$ cat config.mk
export PLATFORM = sky130hd
export DESIGN_NAME = hcr_front
export DESIGN_NICKNAME = d
export VERILOG_FILES = /design/src/hdl/hcr_pkg.sv /design/src/hdl/hcr_front.sv
export SDC_FILE = /design/constraint.sdc
export NUM_CORES = 1
export LEC_CHECK = 0
export BUFFER_PORTS_ARGS = -buffer_cell sky130_fd_sc_hd__buf_4
export CELL_PAD_IN_SITES_DETAIL_PLACEMENT = 1
export CELL_PAD_IN_SITES_GLOBAL_PLACEMENT = 1
export CORE_MARGIN = 2
export CORE_UTILIZATION = 49
export CTS_CLUSTER_SIZE = 10
export DETAILED_ROUTE_END_ITERATION = 8
export PLACE_DENSITY_LB_ADDON = 0.1
export SLEW_MARGIN = 20
export SYNTH_ARGS = -nofsm -noshare
export SYNTH_HDL_FRONTEND = slang
export SYNTH_SLANG_ARGS = --single-unit
$ cat constraint.sdc
create_clock -name clk -period 6.69 [get_ports clk]
set_input_delay 0.669 -clock clk [delete_from_list [all_inputs] [get_ports clk]]
set_output_delay 0.669 -clock clk [all_outputs]
set_load 0.005 [all_outputs]
$ cat src/hdl/hcr_pkg.sv
`timescale 1ns / 1ps
// Shared constants, types and the elaboration-time 1/sqrt(3) function for
// the hex picking pipeline. No dependencies.
package hcr_pkg;

    localparam int SIZE_W = 12;
    localparam logic [SIZE_W-1:0] SIZE_RESET = 12'd144;
    localparam int CUBE_W = 17;

    // Signs of the two numerators, carried alongside the magnitudes.
    typedef struct packed {
        logic sign_x;
        logic sign_y;
    } hcr_sign_t;

    // round(2^frac_bits / sqrt(3)) via integer square root of 2^(2f+2)/3.
    // Elaboration only.
    function automatic longint unsigned inv_sqrt3(input int frac_bits);
        longint unsigned n;
        longint unsigned res;
        longint unsigned bit_v;
        n = (64'd1 << (2 * frac_bits + 2)) / 64'd3;
        res = 64'd0;
        bit_v = 64'd1 << 62;
        for (int i = 0; i < 32; i++)
        begin
            if (n >= res + bit_v)
            begin
                n = n - (res + bit_v);
                res = (res >> 1) + bit_v;
            end
            else
            begin
                res = res >> 1;
            end
            bit_v = bit_v >> 2;
        end
        return (res + 64'd1) >> 1;
    endfunction

endpackage

$ cat src/hdl/hcr_front.sv
`timescale 1ns / 1ps
// Front end: multiply by 1/sqrt(3), form both numerators, split sign/magnitude.
// Two register stages. Depends on hcr_pkg.
module hcr_front
    import hcr_pkg::*;
#(
    parameter int PIXEL_BITS = 16,
    parameter int FRAC_BITS  = 16
) (
    input  logic                         clk,
    input  logic                         rst_n,
    input  logic                         in_valid,
    output logic                         in_ready,
    input  logic signed [PIXEL_BITS-1:0] pixel_x,
    input  logic signed [PIXEL_BITS-1:0] pixel_y,
    output logic                         out_valid,
    input  logic                         out_ready,
    output logic [PIXEL_BITS+FRAC_BITS-1:0] mag_x,
    output logic [PIXEL_BITS+FRAC_BITS-1:0] mag_y,
    output hcr_sign_t                    sign
);

    localparam int MW = PIXEL_BITS + FRAC_BITS;
    localparam longint unsigned INV_FULL = inv_sqrt3(FRAC_BITS);
    localparam logic [FRAC_BITS-1:0] INV_SQRT3 = INV_FULL[FRAC_BITS-1:0];

    logic                         v0_reg;
    logic                         v1_reg;
    logic                         en0;
    logic                         en1;
    logic signed [PIXEL_BITS-1:0] px_reg;
    logic signed [MW:0]           prod_next;
    logic signed [MW:0]           prod_reg;
    logic signed [MW:0]           scaled;
    logic signed [MW:0]           num_x;
    logic signed [MW:0]           num_y;
    logic [MW-1:0]                mag_x_next;
    logic [MW-1:0]                mag_y_next;
    logic [MW-1:0]                mag_x_reg;
    logic [MW-1:0]                mag_y_reg;
    hcr_sign_t                    sign_reg;

    assign en1      = ~v1_reg | out_ready;
    assign en0      = ~v0_reg | en1;
    assign in_ready = en0;

    // y * R, R < 2^FRAC_BITS held unsigned
    assign prod_next = $signed((MW+1)'(pixel_y)) * $signed((MW+1)'({1'b0, INV_SQRT3}));

    assign scaled = {px_reg[PIXEL_BITS-1], px_reg, {FRAC_BITS{1'b0}}};
    assign num_x  = scaled - prod_reg;
    assign num_y  = prod_reg <<< 1;

    assign mag_x_next = num_x[MW] ? MW'(-num_x) : MW'(num_x);
    assign mag_y_next = num_y[MW] ? MW'(-num_y) : MW'(num_y);

    always_ff @(posedge clk or negedge rst_n)
    begin
        if (!rst_n)
        begin
            v0_reg <= 1'b0;
            v1_reg <= 1'b0;
        end
        else
        begin
            if (en0)
            begin
                v0_reg <= in_valid;
            end
            if (en1)
            begin
                v1_reg <= v0_reg;
            end
        end
    end

    always_ff @(posedge clk)
    begin
        if (en0)
        begin
            px_reg   <= pixel_x;
            prod_reg <= prod_next;
        end
        if (en1)
        begin
            mag_x_reg       <= mag_x_next;
            mag_y_reg       <= mag_y_next;
            sign_reg.sign_x <= num_x[MW];
            sign_reg.sign_y <= num_y[MW];
        end
    end

    assign out_valid = v1_reg;
    assign mag_x     = mag_x_reg;
    assign mag_y     = mag_y_reg;
    assign sign      = sign_reg;

endmodule

==> impl_metrics.toml <==
[clock_network]
cts_resized = 0
clkTransAtPathRegs_ns = 0.06
clock_tree.htree_level_count = 4
cts.sinks = 115
clockBufferDepth = 2
cts_tree = "built"
postCtsSetupRepairBufs = 0
hold_buffers = 0
clkLatencyLatePin_ns = 0.43
cts_buffers = 17
cts_root_buf = "clkbuf_16"

[placed_design]
dp.cells = 1417
post-place-ws_ns = -0.129
gp_congestion = 0.906
dp_hpwl_um = 20700
io_buffers = 102

[drt]
drtIter0Drc = 279
drc = 0
vias_per_cell = 5.41
drt_pass1_iterations = 5
drt_wl_total_um = 26100
wire_per_inst_um = 18.0
vias = 7836
ant_nets = 0

[critical_path]
crit_arrival_ns = 6.46
path_cells = "buf_4, fa_1, inv_1, fa_1, inv_1, fa_1, fa_1, fa_1, inv_1, fa_1, inv_1, ha_1, and3_1, a221oi_1, nand2_1, o2111a_1, o41ai_1, buf_4, a21oi_1, a31o_2, a21oi_1, xnor2_1"
crit_slowest_cell = "fa_1"
worstSetupStartpointType = "primary input"
worstSetupPathType = "in2reg"
cp_slowest_stage_delay_ns = 0.56
critPathMostFrequentCell = "fa_1"
cp-end-kind = "flop"
cp_max_fo = 2
critPathRequiredTime_ns = 6.86

[global_routing]
grt_max_degree = 55
grt_pass1_wl_um = 43200
overflow = 0
grt_pass1_vias = 8489
grt_use_total_pct = 22.7
grt_antenna_before_repair = 0

[sta]
hold_slack_ns = 0.0174
setup_ws_ns = 0.403
max_freq_mhz = 159
min_period_ns = 6.29
finalSetupViolations = 0
drv_slew = 0
timing.final.crit_share_pct = 94.0
maxSlewHeadroom_pct = 38.3
hold_viol = 0
clock_skew_ns = 0.0158
grt_setup_unrepaired = "false"
tightestPinTransition_ns = 0.914

[logic_synthesis]
synth_cell_types = 74
synthAdderAreaFrac_pct = 32.2
yosys-top-cells-count = "inv_1 (175), ha_1 (164), edfxtp_1 (113)"
async_flop_share_pct = 1.74
synth.top_cell.area_share_pct = 30.6
syn-num-nets = 1309
synth_compound_area_share_pct = 10.7
syn-cell-area_um2 = 11100
synth_ff_type = "edfxtp_1"
synth-xor-area-share_pct = 8.92
synth_mux_area_share_pct = 0.101
syn-instance-count = 1033
synth_warnings = 0
synth-edff-count = 113
yosys-top-cells-area = "edfxtp_1 (31%), ha_1 (18%), fa_1 (14%)"
avgSynthCellArea_um2 = 10.7
synthSimpleGateAreaFrac_pct = 9.95
yosys.area.top_type = "edfxtp_1"
seq_area_frac_synth_pct = 31.0
synth_most_common_cell = "inv_1"
synth_top_family_by_area = "adder cells"
synth-seq-cells = 115

[floorplan]
core-area_um2 = 22400
pin_count = 104
start_util_pct = 49.5
die_h_um = 155
dieArea_um2 = 23900
die_w_um = 155
fp-row-count = 55

[layout]
area_growth_pct = 15.9
final_cells = 1449
nNetsFinal = 1427
n_antenna_cell = 0
final_layout_size_suffix_gt1_share_pct = 15.8
post-route-util_pct = 57.4
largest_register_ffs = 33

[pwr]
ir_worst_vdd_v = 0.000222
p_leak_nw = 5.97
p_per_area_nw_per_um2 = 561

[run]
maxCapViolations = 0

[hold_path]
min_path_type = "in2async"

[outcome]
status = "completed"
==> stage by stage <==
step / cell area [µm²] / TNS (ns) / power (W)
final: 12900 / 0 / 0.00722
after global placement: 12200 / -0.0141 / 0.00600
after floorplan: 11100 / 0 / 0.00490
after CTS: 12900 / 0 / 0.00730
after detailed placement: 12200 / -0.129 / 0.00618
after global routing: 12900 / 0 / 0.00794
==> placed cells by master, fill, tap and decap left out, types with 5 or more instances in the layout <==
| cell type | count |
|---|---|
| nor2_1 | 46 |
| a31oi_1 | 9 |
| or3_1 | 7 |
| o21ai_0 | 35 |
| ha_1 | 164 |
| nand3_1 | 11 |
| a21o_1 | 12 |
| nand2b_1 | 10 |
| edfxtp_1 | 113 |
| or4_1 | 6 |
| xor2_1 | 24 |
| inv_1 | 175 |
| xnor2_1 | 86 |
| a21oi_1 | 36 |
| o21bai_1 | 7 |
| or2_2 | 6 |
| nor3_1 | 15 |
| a211oi_1 | 8 |
| buf_4 | 117 |
| bufinv_16 | 5 |
| nand2_1 | 53 |
| o21a_1 | 8 |
| o31ai_1 | 13 |
| clkbuf_16 | 17 |
| and3_1 | 9 |
| fa_1 | 76 |
==> report_power, final <==
| part | total (W) | switching [W] | internal, W |
|---|---|---|---|
| clock | 0.00103 | 0.000354 | 0.000676 |
| sequential | 0.00160 | 0.000216 | 0.00139 |
| combinational | 0.00459 | 0.00251 | 0.00208 |
| total | 0.00722 | 0.00308 | 0.00414 |
==> worst max-delay path, delay by kind of cell <==
kind / cells / cell delay, ns
AND/OR/NAND/NOR: 2 / 0.33
buffers and inverters: 6 / 0.51
adder cells (fa/ha/maj): 7 / 3.38
XOR/XNOR: 1 / 0.08
AO/OA/AOI/OAI: 6 / 1.49
==> final cells by class <==
type | count | area [µm²]
Clock buffer | 18 | 439
Multi-Input combinational cell | 725 | 6880
Tap cell | 285 | 357
Fill cell | 2437 | 9560
Inverter | 175 | 657
Timing Repair Buffer | 117 | 878
Clock inverter | 14 | 223
Sequential cell | 115 | 3440
==> cells by family after synthesis <==
group / count (synthesis)
xor gates and xnor gates: 111
buffers and inverters: 193
muxes: 1
AOI/OAI and AO/OA: 171
other: 1
DFF: 115
and+or+nand+nor: 201
adders and majority gates: 240
==> worst paths after layout <==
path / from / slack (ns) / depth (start not counted) / endpoint
worst max-delay path: pixel_y[4] / 0.40 / 22 / prod_reg[32]
min in group clk: pixel_x[13] / 0.42 / 1 / px_reg[13]
worst max register to register: prod_reg[0] / 2.50 / 12 / mag_x[7]
max in group asynchronous: rst_n / 6.58 / 1 / out_valid
worst min-delay path: rst_n / 0.02 / 1 / v0_reg
worst min register to register: v0_reg / 0.48 / 1 / out_valid
==> per-layer routing <==
metal	vias to the layer above	wire length [µm]	track usage (%)	part of all wire (%)
met2	135	13400	41.2	51
met1	3865	11600	28.9	44
met4	0	304	6.17	1.2
met5	-	0	0	0
met3	22	806	2.52	3.1
li1	3814	-	-	-
Note: power is estimated with default switching activity, not from simulation.
