--- config.mk ---
export PLATFORM = sky130hd
export DESIGN_NAME = hcr_divider
export DESIGN_NICKNAME = d
export VERILOG_FILES = /design/src/hdl/hcr_pkg.sv /design/src/hdl/hcr_divider.sv
export SDC_FILE = /design/constraint.sdc
export NUM_CORES = 2
export LEC_CHECK = 0
export ABC_AREA = 1
export BUFFER_PORTS_ARGS = -buffer_cell sky130_fd_sc_hd__buf_4
export CORE_MARGIN = 5
export CORE_UTILIZATION = 40
export CTS_CLUSTER_DIAMETER = 60
export DETAILED_ROUTE_END_ITERATION = 16
export HOLD_SLACK_MARGIN = 0.05
export PLACE_DENSITY_LB_ADDON = 0.15
export SLEW_MARGIN = 20
export SYNTH_ARGS = -nofsm -noshare
export SYNTH_HDL_FRONTEND = slang
export SYNTH_SLANG_ARGS = --single-unit
--- constraint.sdc ---
create_clock -name clk -period 30.9 [get_ports clk]
set_input_delay 9.27 -clock clk [delete_from_list [all_inputs] [get_ports clk]]
set_output_delay 9.27 -clock clk [all_outputs]
set_load 0.02 [all_outputs]
--- src/hdl/hcr_pkg.sv ---
`timescale 1ns / 1ps
// Shared constants, types and the elaboration-time 1/sqrt(3) function for
// the hex picking pipeline. No dependencies.
package hcr_pkg;

    localparam int SIZE_W = 12;
    localparam logic [SIZE_W-1:0] SIZE_RESET = 12'd144;
    localparam int CUBE_W = 17;

    // Signs of the two numerators, carried alongside the magnitudes.
    typedef struct packed {
        logic sign_x;
        logic sign_y;
    } hcr_sign_t;

    // round(2^frac_bits / sqrt(3)) via integer square root of 2^(2f+2)/3.
    // Elaboration only.
    function automatic longint unsigned inv_sqrt3(input int frac_bits);
        longint unsigned n;
        longint unsigned res;
        longint unsigned bit_v;
        n = (64'd1 << (2 * frac_bits + 2)) / 64'd3;
        res = 64'd0;
        bit_v = 64'd1 << 62;
        for (int i = 0; i < 32; i++)
        begin
            if (n >= res + bit_v)
            begin
                n = n - (res + bit_v);
                res = (res >> 1) + bit_v;
            end
            else
            begin
                res = res >> 1;
            end
            bit_v = bit_v >> 2;
        end
        return (res + 64'd1) >> 1;
    endfunction

endpackage

--- src/hdl/hcr_divider.sv ---
`timescale 1ns / 1ps
// Pipelined restoring divider: two magnitudes by the hex size, one quotient
// bit per stage. Depends on hcr_pkg.
module hcr_divider
    import hcr_pkg::*;
#(
    parameter int PIXEL_BITS = 16,
    parameter int FRAC_BITS  = 16
) (
    input  logic                                clk,
    input  logic                                rst_n,
    input  logic [SIZE_W-1:0]                   divisor,
    input  logic                                in_valid,
    output logic                                in_ready,
    input  logic [PIXEL_BITS+FRAC_BITS-1:0]     mag_x,
    input  logic [PIXEL_BITS+FRAC_BITS-1:0]     mag_y,
    input  hcr_sign_t                           sign_in,
    output logic                                out_valid,
    input  logic                                out_ready,
    output logic [PIXEL_BITS+FRAC_BITS-1:0]     quo_x,
    output logic [PIXEL_BITS+FRAC_BITS-1:0]     quo_y,
    output hcr_sign_t                           sign_out
);

    localparam int MW = PIXEL_BITS + FRAC_BITS;

    logic [MW-1:0]     valid_reg;
    logic [MW:0]       en;
    logic [MW-1:0]     dvd_x_reg [MW];
    logic [MW-1:0]     dvd_y_reg [MW];
    logic [SIZE_W-1:0] rem_x_reg [MW];
    logic [SIZE_W-1:0] rem_y_reg [MW];
    hcr_sign_t         sign_reg  [MW];

    assign en[MW]   = out_ready;
    assign in_ready = en[0];

    for (genvar k = 0; k < MW; k++)
    begin : g_stage
        logic              v_in;
        logic [MW-1:0]     dvd_x_in;
        logic [MW-1:0]     dvd_y_in;
        logic [SIZE_W-1:0] rem_x_in;
        logic [SIZE_W-1:0] rem_y_in;
        hcr_sign_t         sign_stage_in;
        logic [SIZE_W:0]   t_x;
        logic [SIZE_W:0]   t_y;
        logic              ge_x;
        logic              ge_y;
        logic [SIZE_W-1:0] rem_x_next;
        logic [SIZE_W-1:0] rem_y_next;
        logic [MW-1:0]     dvd_x_next;
        logic [MW-1:0]     dvd_y_next;

        if (k == 0)
        begin : g_first
            assign v_in          = in_valid;
            assign dvd_x_in      = mag_x;
            assign dvd_y_in      = mag_y;
            assign rem_x_in      = '0;
            assign rem_y_in      = '0;
            assign sign_stage_in = sign_in;
        end
        else
        begin : g_rest
            assign v_in          = valid_reg[k-1];
            assign dvd_x_in      = dvd_x_reg[k-1];
            assign dvd_y_in      = dvd_y_reg[k-1];
            assign rem_x_in      = rem_x_reg[k-1];
            assign rem_y_in      = rem_y_reg[k-1];
            assign sign_stage_in = sign_reg[k-1];
        end

        assign en[k] = ~valid_reg[k] | en[k+1];

        // remainder stays below the divisor, so t < 2*divisor
        assign t_x  = {rem_x_in, dvd_x_in[MW-1]};
        assign t_y  = {rem_y_in, dvd_y_in[MW-1]};
        assign ge_x = t_x >= {1'b0, divisor};
        assign ge_y = t_y >= {1'b0, divisor};
        assign rem_x_next = ge_x ? SIZE_W'(t_x - {1'b0, divisor}) : SIZE_W'(t_x);
        assign rem_y_next = ge_y ? SIZE_W'(t_y - {1'b0, divisor}) : SIZE_W'(t_y);
        assign dvd_x_next = {dvd_x_in[MW-2:0], ge_x};
        assign dvd_y_next = {dvd_y_in[MW-2:0], ge_y};

        always_ff @(posedge clk or negedge rst_n)
        begin
            if (!rst_n)
            begin
                valid_reg[k] <= 1'b0;
            end
            else if (en[k])
            begin
                valid_reg[k] <= v_in;
            end
        end

        always_ff @(posedge clk)
        begin
            if (en[k])
            begin
                dvd_x_reg[k] <= dvd_x_next;
                dvd_y_reg[k] <= dvd_y_next;
                rem_x_reg[k] <= rem_x_next;
                rem_y_reg[k] <= rem_y_next;
                sign_reg[k]  <= sign_stage_in;
            end
        end
    end

    assign out_valid = valid_reg[MW-1];
    assign quo_x     = dvd_x_reg[MW-1];
    assign quo_y     = dvd_y_reg[MW-1];
    assign sign_out  = sign_reg[MW-1];

    a_rem_below_divisor : assert property (@(posedge clk) disable iff (!rst_n)
        out_valid |-> (rem_x_reg[MW-1] < divisor) && (rem_y_reg[MW-1] < divisor))
        else $error("divider remainder not below divisor");

endmodule

==> impl_metrics.env <==
export IMPL_status="completed"
export IMPL_slew_viol_final=0
export IMPL_antenna_found_initial=2
export IMPL_clock_fmax_ghz=0.0368
export IMPL_fin_util_pct=45.6
export IMPL_synthTopCellsByArea="edfxtp_1, ha_1, a21oi_1"
export IMPL_yosys_area_top_type_share_pct=70.3
export IMPL_root_buffer="clkbuf_16"
export IMPL_power_density_nw_per_um2=98.1
export IMPL_post_cts_setup_buffer_count=0
export IMPL_hold_buffers=0
export IMPL_p_leak_nw=52.6
export IMPL_grt_pass1_vias=65600
export IMPL_critPathLaunchType="input port"
export IMPL_ys_warn_count=0
export IMPL_hold_class="register to register"
export IMPL_timing_max_cap_violations=0
export IMPL_synth_cells=8528
export IMPL_htreeDepth=5
export IMPL_ant_nets=0
export IMPL_vdd_drop_max_mv=0.0483
export IMPL_grt_max_degree=70
export IMPL_post_drt_wl_per_cell_um=17.5
export IMPL_crit_arrival_ns=17.94
export IMPL_crit_fanout=43
export IMPL_start_util_pct=40.2
export IMPL_finalHoldViolCount=0
export IMPL_cts_repair_resized=0
export IMPL_clkTransAtPathRegs_ns=0.05
export IMPL_endpoint_kind="primary output"
export IMPL_core_area_um2=303000
export IMPL_drt_initial_drc_count=3722
export IMPL_crit_required_ns=21.63
export IMPL_track_usage_pct=14.4
export IMPL_finalPower_w=0.0136
export IMPL_cts_buffers=321
export IMPL_critical_path_class="input port to primary output"
export IMPL_grt_pass1_wl_um=364000
export IMPL_clock_sinks=2888
export IMPL_synth_cell_type_count=42
export IMPL_post_dp_hpwl_um=155000
export IMPL_relSlewSlack_pct=30.3
export IMPL_fin_crit_sh_pct=88.1
export IMPL_ys_flop_type="edfxtp_1"
export IMPL_ioPinCount=150
export IMPL_clk_insertion_delay_late_ns=0.86
export IMPL_synthesis_nets=9418
export IMPL_clockBufferDepth=4
export IMPL_fin_skew_ns=0.0478
export IMPL_drc=0
export IMPL_synth_top_cell_by_area="edfxtp_1"
export IMPL_design_die_area_um2=316000
export IMPL_synth_area_um2=122000
export IMPL_drive_gt1_share_pct=8.65
export IMPL_port_buffers=149
export IMPL_totalWireLength_um=230000
export IMPL_instances_no_fill=13100
export IMPL_setup_tns_ns=0
export IMPL_cts_tree="done"
export IMPL_die_w_um=562
export IMPL_tightest_slew_ns=1.04
export IMPL_seq_area_frac_synth_pct=71.0
export IMPL_die_h_um=562
export IMPL_synthToLayoutAreaGrowth_pct=13.4
export IMPL_postSynthAreaPerCell_um2=14.3
export IMPL_rows=202
export IMPL_fillers=26300
export IMPL_use_met2_pct=24.6
export IMPL_num_vias=64400
export IMPL_use_met3_pct=2.20
export IMPL_dp_cells=12600
export IMPL_drtPass1Iterations=5
export IMPL_gp_congestion=0.838
export IMPL_top_usage_layer="met2"
export IMPL_via_per_inst=4.91
export IMPL_rsz0062_at_grt="false"
export IMPL_layout_nets=9788
export IMPL_ys_async_sr_fraction_pct=1.11
export IMPL_finalSetupViolations=0
export IMPL_met1_usage_pct=19.0
export IMPL_synth_edf_count=2856
export IMPL_ys_seq_elements=2888
export IMPL_min_period_ns=27.21
export IMPL_grt_ovfl_total=0
export IMPL_fin_hold_ws_ns=0.402
[Yosys cell counts (all sizes together) (17+ instances only)]
library cell and number:
a21o 17, a2111oi 25, o311ai 28, a211oi 28, nor4 30, ha 748
inv 497, nor2 983, edfxtp 2856, nand4 65, fa 60, nor3 43
a31oi 17, o21bai 98, o211ai 18, clkbuf 119, o21ai 288, buf 69
dfrtp 32, a21oi 1191, nand2 597, nand3 102, xnor2 292, xor2 306
[layout make-up]
cell class / count / area, um2 / area share, %
Clock inverter: 188 / 1750 / 1.27
Sequential cell: 2888 / 86600 / 62.6
Clock buffer: 380 / 8410 / 6.08
Antenna cell: 2 / 5.00 / 0.00362
Multi-Input combinational cell: 4955 / 32900 / 23.8
Timing Repair Buffer: 235 / 1770 / 1.28
Inverter: 497 / 1890 / 1.37
Tap cell: 3978 / 4980 / 3.60
[placed cells by master, fill, tap and decap left out, drive strengths merged]
cell	netlist	layout
edfxtp	2856	2856
a21oi	1191	1191
nor2	983	983
ha	748	748
nand2	597	597
inv	497	501
clkbuf	119	380
xor2	306	306
xnor2	292	292
o21ai	288	288
buf	69	235
clkinv	0	144
nand3	102	102
o21bai	98	98
nand4	65	65
fa	60	60
nor3	43	43
dfrtp	32	32
nor4	30	30
a211oi	28	28
o311ai	28	28
a2111oi	25	25
bufinv	0	23
o211ai	18	18
a31oi	17	17
a21o	17	17
clkinvlp	0	17
or2	8	8
diode	0	2
mux2	2	2
a41oi	2	2
a2111o	2	2
a211o	1	1
o41ai	1	1
nor4b	1	1
o21a	1	1
or4	1	1
[critical path: stages]
cell	delay, ns
buf_4	0.11
inv_1	0.19
nand4_4	0.63
nor3_4	0.50
nand4_4	0.63
nor2_4	0.49
nand4_4	0.50
nor2_4	0.42
nand4_4	0.57
nor2_4	0.47
nand4_4	0.41
nor2_4	0.39
nand4_4	0.52
nor2_4	0.44
nand4_4	0.77
nor2_4	0.55
nand4_4	0.59
buf_4	0.40
[power by group]
part,switching [W],internal (W),total [W]
Clock,0.00150,0.00215,0.00365
Combinational,0.00225,0.00148,0.00373
Sequential,0.000435,0.00576,0.00620
[logic make-up after synthesis]
logic type	count (synthesis)	synth area share, %
adders and majority gates	808	8.66
xor gates and xnor gates	598	4.30
AOI/OAI and AO/OA	1717	7.58
muxes	2	0.0185
DFF	2888	71.0
buffers and inverters	685	2.31
and+or+nand+nor	1830	6.14
[metal layers]
metal  wire length (um)  share of wire (%)
met4               6930                3.0
met3               8090                3.5
met2             112000                 49
met1             102000                 45
met5                  0                  0
[worst paths after layout]
check | from | slack (ns) | cells after the start | to
max | out_ready | 3.69 | 18 | in_ready
min | dvd_x_reg[1][252]$_DFFE_PP_ | 0.40 | 0 | dvd_x_reg[1][285]$_DFFE_PP_
max reg2reg | out_valid$_DFFE_PN0P_ | 21.34 | 16 | dvd_x_reg[0][124]$_DFFE_PP_
min reg2reg | dvd_x_reg[1][252]$_DFFE_PP_ | 0.40 | 0 | dvd_x_reg[1][285]$_DFFE_PP_
max in group asynchronous | rst_n | 22.09 | 1 | g_stage[8].v_in$_DFFE_PN0P_
min in group asynchronous | rst_n | 8.42 | 1 | g_stage[22].v_in$_DFFE_PN0P_
[metrics by stage]
step           setup slack [ns]  instance area, um2
4_1_cts                    3.24              138000
3_3_place_gp               3.55              128000
2_1_floorplan             0.560              122000
5_1_grt                    2.67              138000
3_5_place_dp               3.24              128000
6_report                   3.69              138000
(Power assumes the default switching activity.)
