$ cat config.mk
export PLATFORM = sky130hd
export DESIGN_NAME = hcr_round
export DESIGN_NICKNAME = d
export VERILOG_FILES = /design/src/hdl/hcr_pkg.sv /design/src/hdl/hcr_round.sv
export SDC_FILE = /design/constraint.sdc
export NUM_CORES = 1
export LEC_CHECK = 0
export BUFFER_PORTS_ARGS = -buffer_cell sky130_fd_sc_hd__buf_2
export CORE_UTILIZATION = 59
export DETAILED_ROUTE_END_ITERATION = 7
export GPL_TIMING_DRIVEN = 1
export PLACE_DENSITY_LB_ADDON = 0.2
export SYNTH_ARGS = -nofsm -noshare
export SYNTH_HDL_FRONTEND = slang
export SYNTH_SLANG_ARGS = --single-unit
$ cat constraint.sdc
create_clock -name clk -period 17.47 [get_ports clk]
set_input_delay 0.8735 -clock clk [delete_from_list [all_inputs] [get_ports clk]]
set_output_delay 0.8735 -clock clk [all_outputs]
set_load 0.02 [all_outputs]
$ cat src/hdl/hcr_pkg.sv
`timescale 1ns / 1ps
// Shared constants, types and the elaboration-time 1/sqrt(3) function for
// the hex picking pipeline. No dependencies.
package hcr_pkg;

    localparam int SIZE_W = 12;
    localparam logic [SIZE_W-1:0] SIZE_RESET = 12'd144;
    localparam int CUBE_W = 17;

    // Signs of the two numerators, carried alongside the magnitudes.
    typedef struct packed {
        logic sign_x;
        logic sign_y;
    } hcr_sign_t;

    // round(2^frac_bits / sqrt(3)) via integer square root of 2^(2f+2)/3.
    // Elaboration only.
    function automatic longint unsigned inv_sqrt3(input int frac_bits);
        longint unsigned n;
        longint unsigned res;
        longint unsigned bit_v;
        n = (64'd1 << (2 * frac_bits + 2)) / 64'd3;
        res = 64'd0;
        bit_v = 64'd1 << 62;
        for (int i = 0; i < 32; i++)
        begin
            if (n >= res + bit_v)
            begin
                n = n - (res + bit_v);
                res = (res >> 1) + bit_v;
            end
            else
            begin
                res = res >> 1;
            end
            bit_v = bit_v >> 2;
        end
        return (res + 64'd1) >> 1;
    endfunction

endpackage

$ cat src/hdl/hcr_round.sv
`timescale 1ns / 1ps
// Back end: derive fz, round all three half away from zero, rebuild the
// coordinate with the largest error. Five register stages. Depends on hcr_pkg.
module hcr_round
    import hcr_pkg::*;
#(
    parameter int PIXEL_BITS = 16,
    parameter int FRAC_BITS  = 16
) (
    input  logic                             clk,
    input  logic                             rst_n,
    input  logic                             in_valid,
    output logic                             in_ready,
    input  logic [PIXEL_BITS+FRAC_BITS-1:0]  quo_x,
    input  logic [PIXEL_BITS+FRAC_BITS-1:0]  quo_y,
    input  hcr_sign_t                        sign_in,
    output logic                             out_valid,
    input  logic                             out_ready,
    output logic signed [CUBE_W-1:0]         cube_x,
    output logic signed [CUBE_W-1:0]         cube_y,
    output logic signed [CUBE_W-1:0]         cube_z
);

    localparam int MW = PIXEL_BITS + FRAC_BITS;
    localparam int NS = 5;

    logic [NS-1:0] valid_reg;
    logic [NS:0]   en;

    // stage 0: signed quotients
    logic signed [MW:0] fx_reg;
    logic signed [MW:0] fy_reg;
    logic [MW-1:0]      qx0_reg;
    logic [MW-1:0]      qy0_reg;
    hcr_sign_t          sg0_reg;
    logic signed [MW:0] fx_next;
    logic signed [MW:0] fy_next;

    // stage 1: fx + fy (fz is its negation)
    logic signed [MW+1:0] sum_reg;
    logic signed [MW+1:0] sum_next;
    logic [MW-1:0]        qx1_reg;
    logic [MW-1:0]        qy1_reg;
    hcr_sign_t            sg1_reg;

    // stage 2: |fz| and its sign
    logic [MW:0]   mz_reg;
    logic [MW:0]   mz_next;
    logic          sz_reg;
    logic [MW-1:0] qx2_reg;
    logic [MW-1:0] qy2_reg;
    hcr_sign_t     sg2_reg;

    // stage 3: rounded coordinates and errors
    logic [CUBE_W+FRAC_BITS-1:0] rnd_x;
    logic [CUBE_W+FRAC_BITS-1:0] rnd_y;
    logic [CUBE_W+FRAC_BITS-1:0] rnd_z;
    logic [CUBE_W-1:0]           rx_reg;
    logic [CUBE_W-1:0]           ry_reg;
    logic [CUBE_W-1:0]           rz_reg;
    logic [FRAC_BITS-1:0]        dx_reg;
    logic [FRAC_BITS-1:0]        dy_reg;
    logic [FRAC_BITS-1:0]        dz_reg;

    // stage 4: output register
    logic [CUBE_W-1:0] cx_next;
    logic [CUBE_W-1:0] cy_next;
    logic [CUBE_W-1:0] cz_next;
    logic [CUBE_W-1:0] cx_reg;
    logic [CUBE_W-1:0] cy_reg;
    logic [CUBE_W-1:0] cz_reg;

    // rounded magnitude (low CUBE_W bits, sign applied) and error magnitude
    function automatic logic [CUBE_W+FRAC_BITS-1:0] round_mag(
        input logic [MW:0] m,
        input logic        neg
    );
        logic [FRAC_BITS-1:0] frac;
        logic                 up;
        logic [MW:0]          q_full;
        logic [CUBE_W-1:0]    q_low;
        logic [FRAC_BITS-1:0] err;
        frac   = m[FRAC_BITS-1:0];
        up     = frac[FRAC_BITS-1];
        q_full = (m >> FRAC_BITS) + (MW+1)'(up);
        q_low  = CUBE_W'(q_full);
        if (neg)
        begin
            q_low = ~q_low + CUBE_W'(1);
        end
        err = up ? FRAC_BITS'(~frac + FRAC_BITS'(1)) : frac;
        return {q_low, err};
    endfunction

    assign en[NS]   = out_ready;
    assign in_ready = en[0];

    for (genvar k = 0; k < NS; k++)
    begin : g_en
        assign en[k] = ~valid_reg[k] | en[k+1];
    end

    assign fx_next  = sign_in.sign_x ? -$signed({1'b0, quo_x}) : $signed({1'b0, quo_x});
    assign fy_next  = sign_in.sign_y ? -$signed({1'b0, quo_y}) : $signed({1'b0, quo_y});
    assign sum_next = {fx_reg[MW], fx_reg} + {fy_reg[MW], fy_reg};
    assign mz_next  = sum_reg[MW+1] ? (MW+1)'(-sum_reg) : (MW+1)'(sum_reg);

    assign rnd_x = round_mag({1'b0, qx2_reg}, sg2_reg.sign_x);
    assign rnd_y = round_mag({1'b0, qy2_reg}, sg2_reg.sign_y);
    assign rnd_z = round_mag(mz_reg, sz_reg);

    // rebuild the worst coordinate; ties go to the later one
    always_comb
    begin
        cx_next = rx_reg;
        cy_next = ry_reg;
        cz_next = rz_reg;
        priority if ((dx_reg > dy_reg) && (dx_reg > dz_reg))
        begin
            cx_next = CUBE_W'(0) - ry_reg - rz_reg;
        end
        else if (dy_reg > dz_reg)
        begin
            cy_next = CUBE_W'(0) - rx_reg - rz_reg;
        end
        else
        begin
            cz_next = CUBE_W'(0) - rx_reg - ry_reg;
        end
    end

    always_ff @(posedge clk or negedge rst_n)
    begin
        if (!rst_n)
        begin
            valid_reg <= '0;
        end
        else
        begin
            if (en[0])
            begin
                valid_reg[0] <= in_valid;
            end
            for (int k = 1; k < NS; k++)
            begin
                if (en[k])
                begin
                    valid_reg[k] <= valid_reg[k-1];
                end
            end
        end
    end

    always_ff @(posedge clk)
    begin
        if (en[0])
        begin
            fx_reg  <= fx_next;
            fy_reg  <= fy_next;
            qx0_reg <= quo_x;
            qy0_reg <= quo_y;
            sg0_reg <= sign_in;
        end
        if (en[1])
        begin
            sum_reg <= sum_next;
            qx1_reg <= qx0_reg;
            qy1_reg <= qy0_reg;
            sg1_reg <= sg0_reg;
        end
        if (en[2])
        begin
            mz_reg  <= mz_next;
            // fz = -(fx + fy) is negative when the sum is positive
            sz_reg  <= ~sum_reg[MW+1] & (|sum_reg);
            qx2_reg <= qx1_reg;
            qy2_reg <= qy1_reg;
            sg2_reg <= sg1_reg;
        end
        if (en[3])
        begin
            rx_reg <= rnd_x[CUBE_W+FRAC_BITS-1:FRAC_BITS];
            ry_reg <= rnd_y[CUBE_W+FRAC_BITS-1:FRAC_BITS];
            rz_reg <= rnd_z[CUBE_W+FRAC_BITS-1:FRAC_BITS];
            dx_reg <= rnd_x[FRAC_BITS-1:0];
            dy_reg <= rnd_y[FRAC_BITS-1:0];
            dz_reg <= rnd_z[FRAC_BITS-1:0];
        end
        if (en[4])
        begin
            cx_reg <= cx_next;
            cy_reg <= cy_next;
            cz_reg <= cz_next;
        end
    end

    assign out_valid = valid_reg[NS-1];
    assign cube_x    = $signed(cx_reg);
    assign cube_y    = $signed(cy_reg);
    assign cube_z    = $signed(cz_reg);

endmodule
==> results.json <==
{
  "result_of_the_run": "finished clean",
  "yosys.area.top_type": "sky130_fd_sc_hd__edfxtp_1",
  "layout-area-overhead-vs-synth_pct": 11.3,
  "timing.critical_path.arrival_ps": 4880,
  "tns_ps": 0,
  "antenna_cells": 0,
  "cpLargestDelayFamily": "compound AO/OA/AOI/OAI gates",
  "grt_overflow_total": 0,
  "row_count": 76,
  "cp-start-kind": "flop",
  "setup_repair_after_global_routing_missed_its_margin": "false",
  "cts-buffers-inserted": 49,
  "total_setup_violations_reported_at_the_end_of_the_flow": 0,
  "finalCriticalPeriod_ps": 4540,
  "hold_path_class": "primary input to asynchronous set/reset pin",
  "design.die.area_um2": 44600,
  "post_synth_num_cell_types": 67,
  "synth_largest_type_area_fraction": 0.559,
  "cts_resized": 0,
  "worstPathMaxFanout": 10,
  "topRoutingLayerUsed": "met4",
  "drtPass1Iterations": 6,
  "min_period_over_period": 0.260,
  "antenna_left": 0,
  "met3_length_um": 2780,
  "cts_hold_buf": 0,
  "final_core_util": 0.667,
  "routedLengthMet1_um": 25100,
  "clk_path_buf_depth": 3,
  "global_route.usage.total": 0.242,
  "synthesis.area_per_instance_um2": 12.2,
  "design.core.area_um2": 43100,
  "slew_violations": 0,
  "wirelength_um": 53800,
  "timing.critical_path.cells": "or4_1, nor4_1, nor2b_1, nor2b_1, xnor2_1, ha_1, a21oi_1, o21ai_0, a2111oi_0, o31ai_1, a31oi_1, xnor2_1, mux2_2",
  "ys_seq_area_frac": 0.563,
  "max-slew-margin-rel": 0.206,
  "start_util": 0.599,
  "io_buffer_count": 122,
  "critical_path.slowest_cell": "sky130_fd_sc_hd__a2111oi_0",
  "final.setup_skew_ps": 28.4,
  "routed_via_density": 5.84,
  "tritoncts_num_sinks": 485,
  "syn_area_um2": 25800,
  "total_leakage_power_nw": 11.0,
  "vias_in_the_first_global_route": 15800,
  "cap_violations": 0,
  "synth.ff_latch_count": 485,
  "largest_register_ffs": 34,
  "clk_pin_slew_worst_paths_ps": 60,
  "power_per_cell_area_nw_per_um2": 173,
  "detailedRoute.firstIterationViolations": 1272,
  "asyncSetResetFlopFracSynth": 0.0103,
  "nNetsFinal": 2490,
  "dr_total_vias": 16800,
  "half_perimeter_wire_length_of_the_detailed_placement_result_um": 41300,
  "routed_wire_length_per_instance_um": 18.7,
  "pin_count_of_the_biggest_net_entering_global_routing": 99,
  "design.portCount": 123,
  "vdd.ir_drop.worst_mv": 0.0925,
  "cp_data_required_time_ps": 17810,
  "worstSetupEndpointType": "flop",
  "grt_antenna_before_repair": 0,
  "synth.top_cells.by_area": "sky130_fd_sc_hd__edfxtp_1, sky130_fd_sc_hd__xnor2_1, sky130_fd_sc_hd__ha_1, sky130_fd_sc_hd__o21ai_0, sky130_fd_sc_hd__xor2_1",
  "clock_tree_from_tritoncts": "built",
  "fill_cells": 3119,
  "number_of_remaining_drc_errors": 0,
  "gpl.final_weighted_congestion": 0.877,
  "tightest_slew_ps": 1190,
  "met2WireLength_um": 24800,
  "cpPeakStageDelay_ps": 760,
  "grt_first_pass_wirelength_um": 83700,
  "synth_edf_count": 480,
  "die_height_um": 211,
  "cts_max_level": 2,
  "final-hold-violation-count": 0,
  "post-cts-setup-buffer-count": 0,
  "critical_path.n_buffers_inverters": 0,
  "die_width_um": 211,
  "max_freq_ghz": 0.220,
  "post_synthesis_net_count": 2351,
  "synth-main-ff-cell": "sky130_fd_sc_hd__edfxtp_1",
  "layout-drive-gt1-share": 0.117,
  "yosys_warnings": 0,
  "clock-root-buffer": "sky130_fd_sc_hd__clkbuf_16",
  "clock_latency_ps": 590,
  "critPathKind": "flop to flop",
  "syn-instance-count": 2117
}
[worst reg2reg max path: stages, from the launching register on]
cell	delay [ps]
sky130_fd_sc_hd__edfxtp_1	460
sky130_fd_sc_hd__or4_1	560
sky130_fd_sc_hd__nor4_1	350
sky130_fd_sc_hd__nor2b_1	280
sky130_fd_sc_hd__nor2b_1	190
sky130_fd_sc_hd__xnor2_1	170
sky130_fd_sc_hd__ha_1	370
sky130_fd_sc_hd__a21oi_1	180
sky130_fd_sc_hd__o21ai_0	110
sky130_fd_sc_hd__a2111oi_0	760
sky130_fd_sc_hd__o31ai_1	250
sky130_fd_sc_hd__a31oi_1	250
sky130_fd_sc_hd__xnor2_1	90
sky130_fd_sc_hd__mux2_2	260
[cells by family (layout without fill, tap and decap cells)]
logic type | count (synthesis) | count (layout) | share of synthesized area
and+or+nand+nor | 514 | 514 | 0.103
AOI/OAI and AO/OA | 461 | 461 | 0.113
DFF | 485 | 485 | 0.563
xor gates and xnor gates | 296 | 296 | 0.100
muxes | 38 | 38 | 0.0158
adders and majority gates | 164 | 164 | 0.0807
buffers and inverters | 159 | 336 | 0.0233
[cell usage after synthesis, types with 18 or more instances]
library cell / instances
sky130_fd_sc_hd__o31ai_1: 53
sky130_fd_sc_hd__xnor2_1: 232
sky130_fd_sc_hd__nand4_1: 24
sky130_fd_sc_hd__clkbuf_1: 41
sky130_fd_sc_hd__or3_1: 33
sky130_fd_sc_hd__nand2_1: 148
sky130_fd_sc_hd__or4_1: 18
sky130_fd_sc_hd__nor3_1: 38
sky130_fd_sc_hd__nand3_1: 51
sky130_fd_sc_hd__a21o_1: 51
sky130_fd_sc_hd__inv_1: 115
sky130_fd_sc_hd__and3_1: 23
sky130_fd_sc_hd__a21oi_1: 98
sky130_fd_sc_hd__nor2_1: 73
sky130_fd_sc_hd__mux2_2: 21
sky130_fd_sc_hd__o21ai_0: 138
sky130_fd_sc_hd__edfxtp_1: 480
sky130_fd_sc_hd__ha_1: 160
sky130_fd_sc_hd__nand2b_1: 20
sky130_fd_sc_hd__xor2_1: 64
sky130_fd_sc_hd__or2_2: 20
[area by class of cell]
cell class,count,area (um^2),area share
inverters,115,432,0.0150
repair buffers,132,686,0.0239
well taps,585,732,0.0255
clock buffers,57,1260,0.0437
flip-flops and latches,485,14500,0.506
clock inverters,32,368,0.0128
multi-input cells,1473,10700,0.373
[report_power, final]
group | total [W] | internal, W | leakage [nW] | switching (W)
Sequential | 0.00199 | 0.00175 | 4.97 | 0.000247
Combinational | 0.00192 | 0.000818 | 5.28 | 0.00110
Clock | 0.00105 | 0.000621 | 0.780 | 0.000431
Total | 0.00497 | 0.00319 | 11.0 | 0.00178
[layer usage]
layer	global-route usage	vias up
met3	0.0346	87
li1	-	8225
met5	0	-
met4	0.0675	0
met2	0.389	472
met1	0.345	8038
[worst paths after layout]
path | start | endpoint | slack (ps) | depth (start not counted)
max in group asynchronous | rst_n | valid_reg[3]$_DFFE_PN0P_ | 17230 | 1
hold / removal | rst_n | valid_reg[1]$_DFFE_PN0P_ | 90 | 1
setup / recovery | rx_reg[3]$_DFFE_PP_ | cube_z[16]$_DFFE_PP_ | 12930 | 13
hold reg to reg | qx1_reg[18]$_DFFE_PP_ | qx2_reg[18]$_DFFE_PP_ | 410 | 0
min in group clk | qx1_reg[18]$_DFFE_PP_ | qx2_reg[18]$_DFFE_PP_ | 410 | 0
setup reg to reg | rx_reg[3]$_DFFE_PP_ | cube_z[16]$_DFFE_PP_ | 12930 | 13
[placed cells by master (no fill, tap or decap), types with 10 or more instances in the layout]
master                        n
sky130_fd_sc_hd__nor4_1      11
sky130_fd_sc_hd__buf_2      122
sky130_fd_sc_hd__a31oi_1     17
sky130_fd_sc_hd__and3_1      23
sky130_fd_sc_hd__buf_4       10
sky130_fd_sc_hd__a21oi_1     98
sky130_fd_sc_hd__mux2i_1     17
sky130_fd_sc_hd__edfxtp_1   480
sky130_fd_sc_hd__mux2_2      21
sky130_fd_sc_hd__or2_2       20
sky130_fd_sc_hd__inv_1      114
sky130_fd_sc_hd__xnor2_1    232
sky130_fd_sc_hd__o31ai_1     52
sky130_fd_sc_hd__nand3_1     50
sky130_fd_sc_hd__nand2b_1    20
sky130_fd_sc_hd__nand2_1    146
sky130_fd_sc_hd__or4_1       18
sky130_fd_sc_hd__a211oi_1    11
sky130_fd_sc_hd__a21o_1      51
sky130_fd_sc_hd__nor2_1      73
sky130_fd_sc_hd__o41ai_1     16
sky130_fd_sc_hd__or3_1       33
sky130_fd_sc_hd__xor2_1      64
sky130_fd_sc_hd__nor2b_1     17
sky130_fd_sc_hd__o21ai_0    138
sky130_fd_sc_hd__nand4_1     24
sky130_fd_sc_hd__clkbuf_16   49
sky130_fd_sc_hd__nor3_1      37
sky130_fd_sc_hd__ha_1       160
[stage by stage]
step / instance area, um^2 / setup WS (ps) / cells / hold WS, ps / power, W
final: 28700 / 12930 / 2879 / 93.5 / 0.00497
after global routing: 28700 / 12380 / 2879 / 75.9 / 0.00528
after CTS: 28700 / 13020 / 2879 / 58.7 / 0.00498
after detailed placement: 27100 / 13060 / 2790 / 405 / 0.00391
after global placement: 27100 / 13150 / 2790 / 401 / 0.00384
after floorplan: 25800 / 9580 / 2117 / 400 / 0.00338
No activity file was read; power rests on OpenSTA's default activity.
